**config.mk**
```make
export PLATFORM = sky130hd
export DESIGN_NAME = awla_mac
export DESIGN_NICKNAME = d
export VERILOG_FILES = /design/src/hw/rtl/adaptive_warped_lattice_analysis_defines.svh /design/src/hw/rtl/awla_pkg.sv /design/src/hw/rtl/awla_mac.sv
export SDC_FILE = /design/constraint.sdc
export NUM_CORES = 2
export LEC_CHECK = 0
export BUFFER_PORTS_ARGS = -buffer_cell sky130_fd_sc_hd__buf_4
export CAP_MARGIN = 10
export CORE_MARGIN = 2
export CORE_UTILIZATION = 30
export DETAILED_ROUTE_END_ITERATION = 8
export HOLD_SLACK_MARGIN = 0.03
export SLEW_MARGIN = 20
export SYNTH_ARGS = -nofsm -noshare
export SYNTH_HDL_FRONTEND = slang
export SYNTH_SLANG_ARGS = --single-unit
```
**constraint.sdc**
```tcl
create_clock -name clock -period 28.6 [get_ports clock]
set_input_delay 1.43 -clock clock [delete_from_list [all_inputs] [get_ports clock]]
set_output_delay 1.43 -clock clock [all_outputs]
set_load 0.05 [all_outputs]
```
**src/hw/rtl/adaptive_warped_lattice_analysis_defines.svh**
```systemverilog
// Assertion macros for the warped lattice analysis block
`ifndef ADAPTIVE_WARPED_LATTICE_ANALYSIS_DEFINES_SVH
`define ADAPTIVE_WARPED_LATTICE_ANALYSIS_DEFINES_SVH
`ifndef SYNTH
`define AWLA_ASSERT_NOW(lbl, cond, prop) \
   lbl: assert property (@(posedge clock) disable iff (reset) (cond) |-> (prop)) \
      else $error("%m: check failed");
`define AWLA_ASSERT_NEXT(lbl, cond, prop) \
   lbl: assert property (@(posedge clock) disable iff (reset) (cond) |=> (prop)) \
      else $error("%m: check failed");
`else
`define AWLA_ASSERT_NOW(lbl, cond, prop)
`define AWLA_ASSERT_NEXT(lbl, cond, prop)
`endif
`endif

```
**src/hw/rtl/awla_pkg.sv**
```systemverilog
// Shared types, constants and saturation helpers for the lattice analysis block
`timescale 1ns / 1ps
`default_nettype none
package awla_pkg;

   localparam int STAGE_COUNT_DEFAULT = 7;
   localparam int SIG_W = 24;
   localparam int ACC_W = 40;
   localparam int OP_W  = 26;
   localparam int MAC_W = 68;

   localparam logic [ACC_W-1:0] DEN_OFFSET = 40'd274878;
   localparam logic [SIG_W-1:0] LEAK_RESET = 24'd16568289;
   localparam logic signed [SIG_W-1:0] WARP_RESET = -24'sd7345904;

   localparam logic REG_LEAK = 1'b0;
   localparam logic REG_WARP = 1'b1;

   typedef struct packed {
      logic en;
      logic clr;
      logic shift;
   } mac_ctl_type;

   function automatic logic signed [SIG_W-1:0] sat_sig(input logic signed [MAC_W-1:0] v);
      logic [MAC_W-SIG_W:0] top_bits;
      top_bits = v[MAC_W-1:SIG_W-1];
      if ((&top_bits) || !(|top_bits)) return v[SIG_W-1:0];
      else if (v[MAC_W-1]) return {1'b1, {(SIG_W-1){1'b0}}};
      else return {1'b0, {(SIG_W-1){1'b1}}};
   endfunction

   function automatic logic signed [ACC_W-1:0] sat_acc(input logic signed [MAC_W-1:0] v);
      logic [MAC_W-ACC_W:0] top_bits;
      top_bits = v[MAC_W-1:ACC_W-1];
      if ((&top_bits) || !(|top_bits)) return v[ACC_W-1:0];
      else if (v[MAC_W-1]) return {1'b1, {(ACC_W-1){1'b0}}};
      else return {1'b0, {(ACC_W-1){1'b1}}};
   endfunction

   function automatic logic signed [MAC_W-1:0] ext_sig(input logic signed [SIG_W-1:0] v);
      return {{(MAC_W-SIG_W){v[SIG_W-1]}}, v};
   endfunction

   function automatic logic signed [OP_W-1:0] op_sig(input logic signed [SIG_W-1:0] v);
      return {{(OP_W-SIG_W){v[SIG_W-1]}}, v};
   endfunction

endpackage
`default_nettype wire

```
**src/hw/rtl/awla_mac.sv**
```systemverilog
// Shared multiply-accumulate unit with optional 24-bit left shift of the product
`timescale 1ns / 1ps
`default_nettype none
module awla_mac (
   input  wire logic                                    clock,
   input  wire awla_pkg::mac_ctl_type                   ctl,
   input  wire logic signed [awla_pkg::OP_W-1:0]        op_a,
   input  wire logic signed [awla_pkg::OP_W-1:0]        op_b,
   output logic signed [awla_pkg::MAC_W-1:0]            acc
);
   logic signed [2*awla_pkg::OP_W-1:0] prod;
   logic signed [awla_pkg::MAC_W-1:0]  prod_ext;
   logic signed [awla_pkg::MAC_W-1:0]  addend;
   logic signed [awla_pkg::MAC_W-1:0]  acc_ff;
   logic signed [awla_pkg::MAC_W-1:0]  acc_in;

   always_comb begin
      prod     = op_a * op_b;
      prod_ext = awla_pkg::MAC_W'(prod);
      addend   = ctl.shift ? (prod_ext <<< 24) : prod_ext;
      acc_in   = (ctl.clr ? '0 : acc_ff) + addend;
   end

   always_ff @(posedge clock) begin
      if (ctl.en) begin
         acc_ff <= acc_in;
      end
   end

   assign acc = acc_ff;
endmodule
`default_nettype wire

```
==> summary.txt <==
Clock network
  – CTS Root Cell: clkbuf_16
  – Clk buf depth: 2
  – H-tree depth: 3
  – Clock slew at reported path FFs: roughly 0.060 ns
  – Total CTS buffers: 9
  – Setup Fix Bufs, Post-CTS: 0
  – Post-CTS Hold Buffers: 0
  – Total clock sinks: 68
  – Post-CTS sizing: 0
  – Worst skew pair latency: roughly 0.35 ns
  – CTS tree: yes

Logic synthesis
  – Ys async rst share: 0
  – Post-synthesis adder-cell area fraction: 0.5429
  – Largest family of logic cells by synthesized area: adder cells
  – Number of synthesized register bits: around 70
  – EDFF count, synth: between 60 and 70
  – Seq/Total Area, Yosys: 0.06560
  – Synth unique cells: 76
  – Synth Area in XOR/XNOR: 0.03449
  – Most frequent cell after synthesis: inv_1
  – Primary FF master, synth: edfxtp_1
  – Synth top area cells: fa_1 (46%), inv_1 (8.8%), ha_1 (8.6%)
  – Complex-gate fraction of the synthesized area: 0.08261
  – Synth Instances: approximately 3.4k
  – Ys Warns: 0
  – Yosys top cell area share: 0.4573
  – Post-synth top cells: inv_1 (729), fa_1 (711), nand2_1 (461), and2_1 (273), ha_1 (213)
  – Post-Syn Area: roughly 31,000 µm²
  – Post-Syn Nets: between 4k and 5k
  – Synth Area per Inst: around 9.1 µm²
  – Simple-gate share of the synthesized area: 0.1581
  – Synth area leader: fa_1
  – Proportion of synthesized area in mux cells: 0.007396

Die
  – Die Y: 326.1 µm
  – Die Wd: between 300 and 400 µm
  – Ports: ~120
  – Initial Util: 0.3016
  – Core area: around 100,000 µm²
  – Row count: approximately 120
  – Die area: roughly 110,000 µm²

Final layout
  – Share of cells above drive strength 1: 0.04800
  – Final net count: ~4.4k
  – # fillers: 10.72k
  – Area Overhead vs Synth: 7.441%
  – Register area: just over 2000 µm²
  – Post-Layout Cell Count: 4,777
  – Post-route cell area: ~33,000 µm²
  – Area of the multi-input gates: approximately 26,000 µm²
  – Max reg flops: 68

STA
  – Setup violations, final: 0
  – Final Max Slew Viols: 0
  – Final worst path period need: 11.70 ns
  – Worst slew pin tran: 1.001 ns
  – RSZ-0062 raised after global routing: false
  – Clk_skew: roughly 0.0095 ns
  – Slack of the critical path: between 15 and 20 ns
  – Highest Clock Rate: around 85 MHz
  – Setup TNS Final: 0 ns
  – Final hold viol count: 0
  – Worst rel slew slack: 0.3325
  – Fin crit share: 0.4090

Global routing
  – Grt ovf: 0
  – Initial antenna violation count: 2
  – Vias in the first global route: between 20k and 25k
  – First-pass GRT wire length: 139.9 mm
  – GRT Util Overall: 0.1653
  – Largest net degree at the start of global routing: a little under 70

Placement
  – DPL Wire Length: between 70 and 80 mm
  – Port Buffers: 123
  – GP Congestion: roughly 0.87
  – Placement Cell Area: ~33,000 µm²
  – Placed Cells incl. Taps: 4,760
  – Placement Setup Slack: approximately 17 ns

Detailed routing
  – Met3 routed WL: 3.819 mm
  – Detailed router's first-iteration violation count: 1,289
  – First drt pass iteration count: 5
  – M1 wire length: about 40 mm
  – Residual DRC count: 0
  – DR WL/cell: roughly 18 µm
  – Vias: about 22k
  – Drt total wl: around 85 mm
  – Routed vias/inst: roughly 4.7
  – Met2 wire len: 40.08 mm
  – Top layer reached by signal wires: met5
  – Post-route ant nets: 0

Critical path
  – Critical Path Start: op_b[2]
  – CP Capture Type: flop
  – R2r startpoint: acc[0]
  – Worst path required time: 28.69 ns
  – Setup Crit Path Kind: input pin to flop
  – Max stage delay on crit path: 0.56 ns
  – CP max stage cell: fa_1
  – Most common cell on crit path: fa_1
  – WP data arrival: around 12 ns
  – Worst-path fanout max: 26
  – R2R setup slack: roughly 24 ns
  – Crit start category: input pin

Worst hold path
  – Hold Crit Start: acc[0]
  – Hold WC Path Type: flop to flop

Job
  – MaxCap Viol Count: 0

Status
  – Outcome: completed
-- routing by layer --
| metal | vias up | global-route usage |
|---|---|---|
| met1 | 11540 | 0.2377 |
| met4 | 4 | 0.03516 |
| met3 | 85 | 0.01449 |
| li1 | 10270 | - |
| met5 | - | 0 |
| met2 | 587 | 0.2707 |
-- path summary, 6_finish.rpt --
path,end,depth (start not counted)
setup / recovery,acc[67],38
hold / removal,acc[0],2
setup reg to reg,acc[52],16
hold reg to reg,acc[0],2
-- worst max-delay path: cells and delay by family --
kind | cells | cell delay [ns]
fa+ha+maj | 9 | 4.28
compound gates | 18 | 4.16
xor+xnor | 2 | 0.87
buf+inv | 6 | 0.57
simple gates | 3 | 0.43
-- area by class of cell --
| cell class | count | share of cell area |
|---|---|---|
| well taps | 1380 | 0.05163 |
| flip-flops and latches | 68 | 0.06106 |
| diodes | 1 | 0.00007483 |
| clock buffers | 9 | 0.006735 |
| clock inverters | 7 | 0.002020 |
| multi-input cells | 2457 | 0.7684 |
| repair buffers | 126 | 0.02828 |
| inverters | 729 | 0.08182 |
-- per-stage QoR --
stage / util / hold WS, ns
floorplan: - / 1.040
global placement: 0.3212 / 0.7071
detailed placement: 0.3212 / 0.7182
CTS: 0.3240 / 0.7325
global route: 0.3240 / 0.7929
finish: 0.3240 / 0.7304
-- cells in the final DEF, fill, tap and decap left out, types with 3 or more instances in the layout --
| cell | n |
|---|---|
| inv_1 | 729 |
| fa_1 | 711 |
| nand2_1 | 461 |
| and2_1 | 273 |
| ha_1 | 213 |
| buf_4 | 126 |
| a21oi_1 | 112 |
| nor2b_1 | 95 |
| a21o_1 | 90 |
| xnor2_1 | 77 |
| o21ai_0 | 71 |
| nor2_1 | 68 |
| edfxtp_1 | 68 |
| xor2_1 | 43 |
| nand4_1 | 28 |
| mux2i_1 | 23 |
| nand3_1 | 21 |
| nand2b_1 | 20 |
| o21bai_1 | 20 |
| o21a_1 | 13 |
| and3_1 | 9 |
| a31oi_1 | 9 |
| clkbuf_16 | 9 |
| nor3_1 | 8 |
| a211oi_1 | 8 |
| o31ai_1 | 7 |
| o211ai_1 | 7 |
| or2_2 | 4 |
| a311oi_1 | 3 |
| o2111ai_1 | 3 |
| a41o_1 | 3 |
| a31o_2 | 3 |
| a221oi_1 | 3 |
| a41oi_1 | 3 |
-- cell families after synthesis --
family	count (synthesis)
flip-flops	68
AND/OR/NAND/NOR	1000
multiplexers	23
AO/OA/AOI/OAI	389
adder cells (fa/ha/maj)	924
XOR/XNOR	121
buffers and inverters	898
Power is not shown: default switching activity piles up to over one toggle a cycle in this logic, so the estimate is an artifact.
