===== config.mk =====
export PLATFORM = sky130hd
export DESIGN_NAME = awla_div
export DESIGN_NICKNAME = d
export VERILOG_FILES = /design/src/hw/rtl/adaptive_warped_lattice_analysis_defines.svh /design/src/hw/rtl/awla_pkg.sv /design/src/hw/rtl/awla_div.sv
export SDC_FILE = /design/constraint.sdc
export NUM_CORES = 1
export LEC_CHECK = 0
export BUFFER_PORTS_ARGS = -buffer_cell sky130_fd_sc_hd__buf_4
export CAP_MARGIN = 30
export CORE_ASPECT_RATIO = 0.7
export CORE_UTILIZATION = 46
export DETAILED_ROUTE_END_ITERATION = 10
export PLACE_DENSITY_LB_ADDON = 0.1
export SYNTH_ARGS = -nofsm -noshare
export SYNTH_HDL_FRONTEND = slang
export SYNTH_SLANG_ARGS = --single-unit

===== constraint.sdc =====
create_clock -name clock -period 11.7 [get_ports clock]
set_input_delay 2.34 -clock clock [delete_from_list [all_inputs] [get_ports clock]]
set_output_delay 2.34 -clock clock [all_outputs]
set_load 0.005 [all_outputs]

===== src/hw/rtl/adaptive_warped_lattice_analysis_defines.svh =====
// Assertion macros for the warped lattice analysis block
`ifndef ADAPTIVE_WARPED_LATTICE_ANALYSIS_DEFINES_SVH
`define ADAPTIVE_WARPED_LATTICE_ANALYSIS_DEFINES_SVH
`ifndef SYNTH
`define AWLA_ASSERT_NOW(lbl, cond, prop) \
   lbl: assert property (@(posedge clock) disable iff (reset) (cond) |-> (prop)) \
      else $error("%m: check failed");
`define AWLA_ASSERT_NEXT(lbl, cond, prop) \
   lbl: assert property (@(posedge clock) disable iff (reset) (cond) |=> (prop)) \
      else $error("%m: check failed");
`else
`define AWLA_ASSERT_NOW(lbl, cond, prop)
`define AWLA_ASSERT_NEXT(lbl, cond, prop)
`endif
`endif


===== src/hw/rtl/awla_pkg.sv =====
// Shared types, constants and saturation helpers for the lattice analysis block
`timescale 1ns / 1ps
`default_nettype none
package awla_pkg;

   localparam int STAGE_COUNT_DEFAULT = 7;
   localparam int SIG_W = 24;
   localparam int ACC_W = 40;
   localparam int OP_W  = 26;
   localparam int MAC_W = 68;

   localparam logic [ACC_W-1:0] DEN_OFFSET = 40'd274878;
   localparam logic [SIG_W-1:0] LEAK_RESET = 24'd16568289;
   localparam logic signed [SIG_W-1:0] WARP_RESET = -24'sd7345904;

   localparam logic REG_LEAK = 1'b0;
   localparam logic REG_WARP = 1'b1;

   typedef struct packed {
      logic en;
      logic clr;
      logic shift;
   } mac_ctl_type;

   function automatic logic signed [SIG_W-1:0] sat_sig(input logic signed [MAC_W-1:0] v);
      logic [MAC_W-SIG_W:0] top_bits;
      top_bits = v[MAC_W-1:SIG_W-1];
      if ((&top_bits) || !(|top_bits)) return v[SIG_W-1:0];
      else if (v[MAC_W-1]) return {1'b1, {(SIG_W-1){1'b0}}};
      else return {1'b0, {(SIG_W-1){1'b1}}};
   endfunction

   function automatic logic signed [ACC_W-1:0] sat_acc(input logic signed [MAC_W-1:0] v);
      logic [MAC_W-ACC_W:0] top_bits;
      top_bits = v[MAC_W-1:ACC_W-1];
      if ((&top_bits) || !(|top_bits)) return v[ACC_W-1:0];
      else if (v[MAC_W-1]) return {1'b1, {(ACC_W-1){1'b0}}};
      else return {1'b0, {(ACC_W-1){1'b1}}};
   endfunction

   function automatic logic signed [MAC_W-1:0] ext_sig(input logic signed [SIG_W-1:0] v);
      return {{(MAC_W-SIG_W){v[SIG_W-1]}}, v};
   endfunction

   function automatic logic signed [OP_W-1:0] op_sig(input logic signed [SIG_W-1:0] v);
      return {{(OP_W-SIG_W){v[SIG_W-1]}}, v};
   endfunction

endpackage
`default_nettype wire


===== src/hw/rtl/awla_div.sv =====
// Restoring divider: correlation * 2^22 / denominator, truncated, saturated to 24 bits
`timescale 1ns / 1ps
`default_nettype none
module awla_div (
   input  wire logic                                  clock,
   input  wire logic                                  reset,
   input  wire logic                                  start,
   input  wire logic signed [awla_pkg::ACC_W-1:0]     num,
   input  wire logic [awla_pkg::ACC_W-1:0]            den,
   output logic                                       done,
   output logic signed [awla_pkg::SIG_W-1:0]          quot
);
   typedef enum logic [1:0] {DIV_IDLE, DIV_RUN, DIV_DONE} div_state_type;

   div_state_type                   state_ff, state_in;
   logic [4:0]                      cnt_ff, cnt_in;
   logic [awla_pkg::ACC_W-1:0]      rem_ff, rem_in;
   logic [awla_pkg::ACC_W-1:0]      den_ff, den_in;
   logic [awla_pkg::SIG_W-1:0]      bits_ff, bits_in;
   logic [awla_pkg::SIG_W-1:0]      q_ff, q_in;
   logic                            ovf_ff, ovf_in;
   logic                            neg_ff, neg_in;
   logic [awla_pkg::ACC_W-1:0]      mag;
   logic [awla_pkg::ACC_W:0]        trial;
   logic                            fits;
   logic                            big;

   always_comb begin
      mag      = num[awla_pkg::ACC_W-1] ? (~num + 1'b1) : num;
      trial    = {rem_ff, bits_ff[awla_pkg::SIG_W-1]};
      fits     = trial >= {1'b0, den_ff};
      state_in = state_ff;
      cnt_in   = cnt_ff;
      rem_in   = rem_ff;
      den_in   = den_ff;
      bits_in  = bits_ff;
      q_in     = q_ff;
      ovf_in   = ovf_ff;
      neg_in   = neg_ff;
      case (state_ff)
         DIV_IDLE: begin
            if (start) begin
               rem_in   = {2'b00, mag[awla_pkg::ACC_W-1:2]};
               bits_in  = {mag[1:0], {(awla_pkg::SIG_W-2){1'b0}}};
               den_in   = den;
               ovf_in   = {2'b00, mag[awla_pkg::ACC_W-1:2]} >= den;
               neg_in   = num[awla_pkg::ACC_W-1];
               q_in     = '0;
               cnt_in   = 5'(awla_pkg::SIG_W);
               state_in = DIV_RUN;
            end
         end
         DIV_RUN: begin
            rem_in  = fits ? awla_pkg::ACC_W'(trial - {1'b0, den_ff})
                           : trial[awla_pkg::ACC_W-1:0];
            q_in    = {q_ff[awla_pkg::SIG_W-2:0], fits};
            bits_in = {bits_ff[awla_pkg::SIG_W-2:0], 1'b0};
            cnt_in  = cnt_ff - 5'd1;
            if (cnt_ff == 5'd1) begin
               state_in = DIV_DONE;
            end
         end
         DIV_DONE: state_in = DIV_IDLE;
         default:  state_in = DIV_IDLE;
      endcase
   end

   always_ff @(posedge clock) begin
      if (reset) begin
         state_ff <= DIV_IDLE;
      end else begin
         state_ff <= state_in;
      end
      cnt_ff  <= cnt_in;
      rem_ff  <= rem_in;
      den_ff  <= den_in;
      bits_ff <= bits_in;
      q_ff    <= q_in;
      ovf_ff  <= ovf_in;
      neg_ff  <= neg_in;
   end

   always_comb begin
      big  = ovf_ff | q_ff[awla_pkg::SIG_W-1];
      done = state_ff == DIV_DONE;
      if (neg_ff) begin
         quot = big ? {1'b1, {(awla_pkg::SIG_W-1){1'b0}}} : (~q_ff + 1'b1);
      end else begin
         quot = big ? {1'b0, {(awla_pkg::SIG_W-1){1'b1}}} : q_ff;
      end
   end
endmodule
`default_nettype wire


==> impl_metrics.tcl, run 1 <==
set metrics [dict create \
    setup_slack_ps 5537 \
    status "completed" \
    grtUsageTotal_pct 26.06 \
    drc 0 \
    ys_types 68 \
    power_density_mw_per_mm2 157.7 \
    final_cell_mix "nor2_1 (115), buf_4 (115), edfxtp_1 (113)" \
    area_growth_syn_to_layout_pct 18.04 \
    wl_per_cell_microns 18.29 \
    final_hold_viol_count 0 \
    syn_area_sq_mm 0.009497 \
    grt_pass1_vias 7706 \
    ios 108 \
    cp_common_cell "nand4_1" \
    antennaDiodeCount 0 \
    grt_max_degree 102 \
    swShare_pct 34.05 \
    ys_ff_latch 115 \
    numPortBuffers 107 \
    fillers 1853 \
    synth_top_family_by_area "simple AND/OR/NAND/NOR gates" \
    yosysWarnings 0 \
    clockBufferDepth 2 \
    layout.nets 1362 \
    synth-xor-area-share_pct 7.009 \
    cts_buffers 17 \
    max_freq_ghz 0.1623 \
    core_area_sq_mm 0.02001 \
    cts_tree "done" \
    clk_latency_ps 430 \
    synth_compound_area_share_pct 18.46 \
    period_share_pct 52.67 \
    end_kind "flop" \
    internal_power_mw 1.166 \
    cp_top_family "simple AND/OR/NAND/NOR gates" \
    layout-drive-gt1-share_pct 13.73 \
    cts_hold_buf 0 \
    maxSlewViolCount 0 \
    combPwrFrac_pct 34.9 \
    gp_congestion 0.9436 \
    hpwl_mm 19.92 \
    htreeDepth 4 \
    cp_num_buf_inv 1 \
    clock-root-buffer "clkbuf_16" \
    post_synth_fa_ha_maj_area_fraction_pct 11.01 \
    die_h_microns 122.2 \
    place_ws_ps 5146 \
    first_pass_iters 5 \
    ys_seq_area_share_pct 36.15 \
    synth.avg_cell_area_sq_um 8.586 \
    start_util_pct 47.45 \
    syn-instance-count 1106 \
    cts.sinks 115 \
    ys_async_sr_fraction_pct 0 \
    clkPwrFrac_pct 34.0 \
    drt_iter0_markers 766 \
    setup_viol 0 \
    syn_nets 1272 \
    synth_flop_cell "edfxtp_1" \
    arrival_ps 6470 \
    antenna_found_initial 0 \
    slowest_stage "nor4_1" \
    vias 8555 \
    critical_path.max_stage_delay_ps 680 \
    rrSetupSlack_ps 7660 \
    hold_path_class "flop to flop" \
    rsz0062_at_grt "no" \
    cap_violations 0 \
    worstMarginPinSlew_ps 1008 \
    wl_mm 27.05 \
    seq_power_share_pct 31.0 \
    multi_input_area_sq_mm 0.005490 \
    regArea_sq_mm 0.003433 \
    cts-resized-gates 0 \
    clkTransAtPathRegs_ps 60 \
    die_w_microns 173.7 \
    worstSetupPathType "input port to flop" \
    tns_ps 0 \
    cp.required_ps 12000 \
    synthSimpleGateAreaFrac_pct 20.79 \
    fin_worst_skew_ps 13.97 \
    detail-route-antenna-nets 0 \
    p_leak_nw 4.850 \
    peakVddDrop_mv 0.1007 \
    path_cells "buf_4 -> nor4_1 -> nand4_1 -> nor2_1 -> nand3_1 -> o41ai_1 -> xnor2_1 -> ha_1 -> nand4_1 -> or2_2 -> or4_1 -> a31oi_1 -> o211a_1" \
    cts_setup_buffers 0 \
    muxShareOfSynthArea_pct 0.4216 \
    synth_edf_count 113 \
    grt_overflow_total 0 \
    die-area_sq_mm 0.02123 \
    slew_headroom_pct 32.57 \
    vias_per_cell 5.784 \
    post-route-min-period_ps 6163 \
    p_switching_uw 602.0 \
    cp-start-kind "input port" \
    critical_path_peak_fanout 7 \
    grt_pass1_wl_mm 42.27 \
    num_rows 43 \
]
-- tightest hold or removal path, cell delays in order, from the launching register on --
cell and delay, ps:
edfxtp_1 320, nand2_1 40, o21ai_0 70
-- cell usage after synthesis (8+ instances only) --
| library cell | instances | share of area (%) |
|---|---|---|
| nor2_1 | 115 | 4.5 |
| edfxtp_1 | 113 | 36 |
| nand2_1 | 107 | 4.2 |
| inv_1 | 103 | 4.1 |
| a21oi_1 | 85 | 4.5 |
| ha_1 | 82 | 11 |
| xnor2_1 | 59 | 5.4 |
| o21ai_0 | 54 | 2.8 |
| clkbuf_1 | 39 | 1.5 |
| a31oi_1 | 37 | 2.4 |
| a21o_1 | 30 | 2.4 |
| nor3_1 | 27 | 1.4 |
| nand4_1 | 24 | 1.6 |
| and2_1 | 22 | 1.4 |
| nand3_1 | 21 | 1.1 |
| xor2_1 | 17 | 1.6 |
| nand2b_1 | 15 | 0.99 |
| o31ai_1 | 13 | 1.0 |
| and3_1 | 10 | 0.66 |
| nor2b_1 | 8 | 0.53 |
| o41ai_1 | 8 | 0.74 |
| or2_2 | 8 | 0.53 |
| or3_1 | 8 | 0.53 |
-- metal layers --
layer | wire (microns) | global-route usage (%) | up-vias
li1 | - | - | 4178
met1 | 13410 | 39.21 | 4016
met2 | 10840 | 36.30 | 329
met3 | 2446 | 7.001 | 32
met4 | 349 | 6.853 | 0
met5 | 0 | 0 | -
-- power by group through the flow --
stage | clock [mW] | sequential (mW) | combinational, mW
after floorplan | 0 | 0.547 | 0.429
after global placement | 0 | 0.555 | 0.598
after detailed placement | 0 | 0.556 | 0.601
after CTS | 0.606 | 0.548 | 0.606
after global routing | 0.624 | 0.555 | 0.681
final | 0.602 | 0.549 | 0.617
-- worst paths after layout --
kind | startpoint | to | depth (start not counted)
worst min-delay path | bits_ff[22] | bits_ff[23] | 2
worst max-delay path | num[5] | ovf_ff | 13
worst min register to register | bits_ff[22] | bits_ff[23] | 2
worst max register to register | rem_ff[10] | rem_ff[28] | 11
-- through the flow --
step | hold WS [ps] | utilization, % | instance area (sq um) | std cells | power [mW]
2_1_floorplan | 496.3 | - | 9497 | 1106 | 0.9756
3_3_place_gp | 510.3 | 52.52 | 10510 | 1446 | 1.153
3_5_place_dp | 523.5 | 52.52 | 10510 | 1446 | 1.157
4_1_cts | 538.3 | 55.87 | 11180 | 1478 | 1.759
5_1_grt | 563.7 | 56.01 | 11210 | 1479 | 1.860
6_report | 541.0 | 56.01 | 11210 | 1479 | 1.768
-- registers in the layout, summed over array words and instances, names as in the netlist --
signal	cells
q_ff	24
neg_ff	1
state_ff	2
den_ff	40
bits_ff	2
rem_ff	40
cnt_ff	5
ovf_ff	1
-- cells by family (layout without fill, tap and decap cells) --
logic type               count (synthesis)  in the layout
AND/OR/NAND/NOR                        402            402
AO/OA/AOI/OAI                          278            278
buffers and inverters                  148            251
flip-flops                             115            115
adder cells (fa/ha/maj)                 83             83
XOR/XNOR                                76             76
multiplexers                             4              4
-- area by class of cell --
type                    instances  area share [%]
clock buffers                  23           4.442
clock inverters                 9           1.540
inverters                     103           3.449
multi-input cells             843           48.98
flip-flops and latches        115           30.63
well taps                     270           3.014
repair buffers                116           7.947
(Power assumes the default switching activity.)
==> run 2, diff against run 1 <==
Settings changed: ABC_AREA from default to 1.
Clock period 11.7 ns to 5.29 ns, I/O delays scaled along.
==> impl_metrics.tcl, run 2 <==
set metrics [dict create \
    critical_path_peak_fanout 6 \
    grt_overflow_total 0 \
    ys_seq_area_share_pct 30.93 \
    synthSimpleGateAreaFrac_pct 36.55 \
    cp_num_buf_inv 2 \
    hold_path_class "flop to flop" \
    maxSlewViolCount 0 \
    clockBufferDepth 2 \
    synth_top_family_by_area "simple AND/OR/NAND/NOR gates" \
    ys_async_sr_fraction_pct 0 \
    antenna_found_initial 1 \
    grt_pass1_vias 9910 \
    critical_path.max_stage_delay_ps 420 \
    worstMarginPinSlew_ps 782.2 \
    end_kind "flop" \
    hold_ws_ps 576.8 \
    clkTransAtPathRegs_ps 70 \
    ios 108 \
    yosysWarnings 0 \
    yosysTopAreaCellShare_pct 30.57 \
    reg2reg_depth 11 \
    fillers 2412 \
    arrival_ps 3870 \
    post-route-min-period_ps 3695 \
    synth_flop_cell "edfxtp_1" \
    wl_mm 35.65 \
    detail-route-antenna-nets 0 \
    grt_max_degree 68 \
    syn-instance-count 1685 \
    muxShareOfSynthArea_pct 0 \
    synth_compound_area_share_pct 5.647 \
    num_rows 47 \
    ys_top_cells_by_count "nand2_1 (533), inv_1 (305), nor2_1 (209), edfxtp_1 (113), nand3_1 (112)" \
    layout.nets 1955 \
    totalPowerFinal_mw 3.988 \
    slew_headroom_pct 47.73 \
    worstSetupPathDepth 14 \
    syn_nets 1851 \
    grtUsageTotal_pct 29.49 \
    ys_top_cells_by_area "edfxtp_1 (31%), nand2_1 (18%), inv_1 (10%)" \
    setup_viol 0 \
    cts_tree "done" \
    ys_types 42 \
    p_leak_nw 6.671 \
    yosysMostFrequentCell "nand2_1" \
    cp_top_family "simple AND/OR/NAND/NOR gates" \
    wl_per_cell_microns 16.81 \
    vias_per_cell 5.117 \
    r2r-end "rem_ff[24]" \
    met3_usage_pct 7.000 \
    tns_ps 0 \
    cts_buffers 17 \
    area_growth_syn_to_layout_pct 15.45 \
    rrSetupSlack_ps 1630 \
    endpoint "ovf_ff" \
    period_share_pct 69.85 \
    syn_area_sq_mm 0.01110 \
    vias 10850 \
    htreeDepth 4 \
    gp_congestion 0.9831 \
    drt_iter0_markers 1025 \
    cts_setup_buffers 0 \
    final_hold_viol_count 0 \
    cap_violations 0 \
    post_synth_fa_ha_maj_area_fraction_pct 9.423 \
    slowest_stage "nor2_1" \
    layout-drive-gt1-share_pct 10.27 \
    numPortBuffers 107 \
    dp.cells 2088 \
    cp-start-kind "input port" \
    antennaDiodeCount 0 \
    clk_latency_ps 440 \
    hpwl_mm 29.22 \
    setup_slack_ps 1595 \
    met1_usage_pct 48.86 \
    busiest_layer "met1" \
    status "completed" \
    rsz0062_at_grt "no" \
    power_density_mw_per_mm2 311.2 \
    place_ws_ps 1134 \
    worstSetupPathType "input port to flop" \
    layout_commonest_cell "nand2_1" \
    r2r-start "rem_ff[29]" \
    synth_edf_count 113 \
    synth-xor-area-share_pct 5.681 \
    die_w_microns 187.7 \
    clock-root-buffer "clkbuf_16" \
    reg_top3 "den_ff: 40 flops, rem_ff: 40 flops, q_ff: 24 flops" \
    peakVddDrop_mv 0.2489 \
    max_freq_ghz 0.2706 \
    start_util_pct 46.96 \
    ys_ff_latch 115 \
    core_area_sq_mm 0.02364 \
    yosysTopAreaCell "edfxtp_1" \
    path_cells "buf_4 -> nor2_1 -> nand4_1 -> nor3_2 -> nand2_1 -> nor2_1 -> nand2_1 -> nor2_1 -> ha_1 -> nand3_1 -> inv_1 -> nand2_1 -> a2bb2oi_1 -> nand4_1" \
    final_cell_mix "nand2_1 (532), inv_1 (305), nor2_1 (208)" \
    drc 0 \
    cts-resized-gates 0 \
    crit_start "num[3]" \
    grt_pass1_wl_mm 55.36 \
    synth.avg_cell_area_sq_um 6.588 \
    grt.met2_usage_pct 37.04 \
    die-area_sq_mm 0.02477 \
    cp.required_ps 5470 \
    first_pass_iters 5 \
    die_h_microns 132.0 \
    cts.sinks 115 \
    fin_cells 2120 \
    cts_hold_buf 0 \
    fin_worst_skew_ps 19.65 \
]
==> run 2: cell types whose count changed in the layout (fill, tap and decap cells not counted), sizes merged, moves of 29 or more <==
cell	change
xor2	+31
nand3	+93
inv	+211
a31oi	-34
a21o	-29
nor2	+105
nand2	+444
xnor2	-35
==> run 2: report_power, final <==
group,total (mW),switching (mW),internal [mW]
logic,1.61,1.05,0.554
clock network,1.18,0.479,0.696
registers,1.21,0.0630,1.14
total,3.99,1.60,2.39
==> run 2: per-stage QoR <==
stage	area, sq um	util, %
after floorplan	11110	-
final	12820	54.21
after CTS	12820	54.21
after detailed placement	12240	51.76
after global routing	12820	54.21
after global placement	12240	51.76
==> run 2: area by class of cell <==
cell class	count	area [sq um]	area share [%]
multi-input combinational	1230	6382	49.80
tap	318	397.9	3.105
sequential	115	3433	26.79
timing repair buffer	114	855.8	6.678
inverter	311	1167	9.109
clock inverter	15	153.9	1.201
clock buffer	17	425.4	3.319
==> run 2: routing by layer <==
layer / routed length, microns / part of all wire (%)
met1: 19430 / 54
met2: 12700 / 36
met3: 3218 / 9.0
met4: 300 / 0.84
met5: 7 / 0.020
==> run 2: cells by family (layout without fill, tap and decap cells) <==
family          after synthesis  in the layout
compound gates              116            116
xor+xnor                     72             72
fa+ha+maj                    83             83
buf+inv                     340            457
flops                       115            115
simple gates                959            959
==> run 2: worst min path at each step <==
stage / from / to / slack, ps / cells past startpoint
finish: bits_ff[22] / bits_ff[23] / 580 / 2
global route: bits_ff[22] / bits_ff[23] / 620 / 2
CTS: bits_ff[22] / bits_ff[23] / 580 / 2
detailed placement: bits_ff[22] / bits_ff[23] / 570 / 2
global placement: bits_ff[22] / bits_ff[23] / 560 / 2
floorplan: cnt_ff[4] / state_ff[1] / 530 / 3
==> run 2: worst register-to-register path: cells and delay by family, from the launching register on <==
family / cells / cell delay, ps
simple gates: 8 / 2080
flops: 1 / 400
fa+ha+maj: 1 / 420
compound gates: 2 / 520
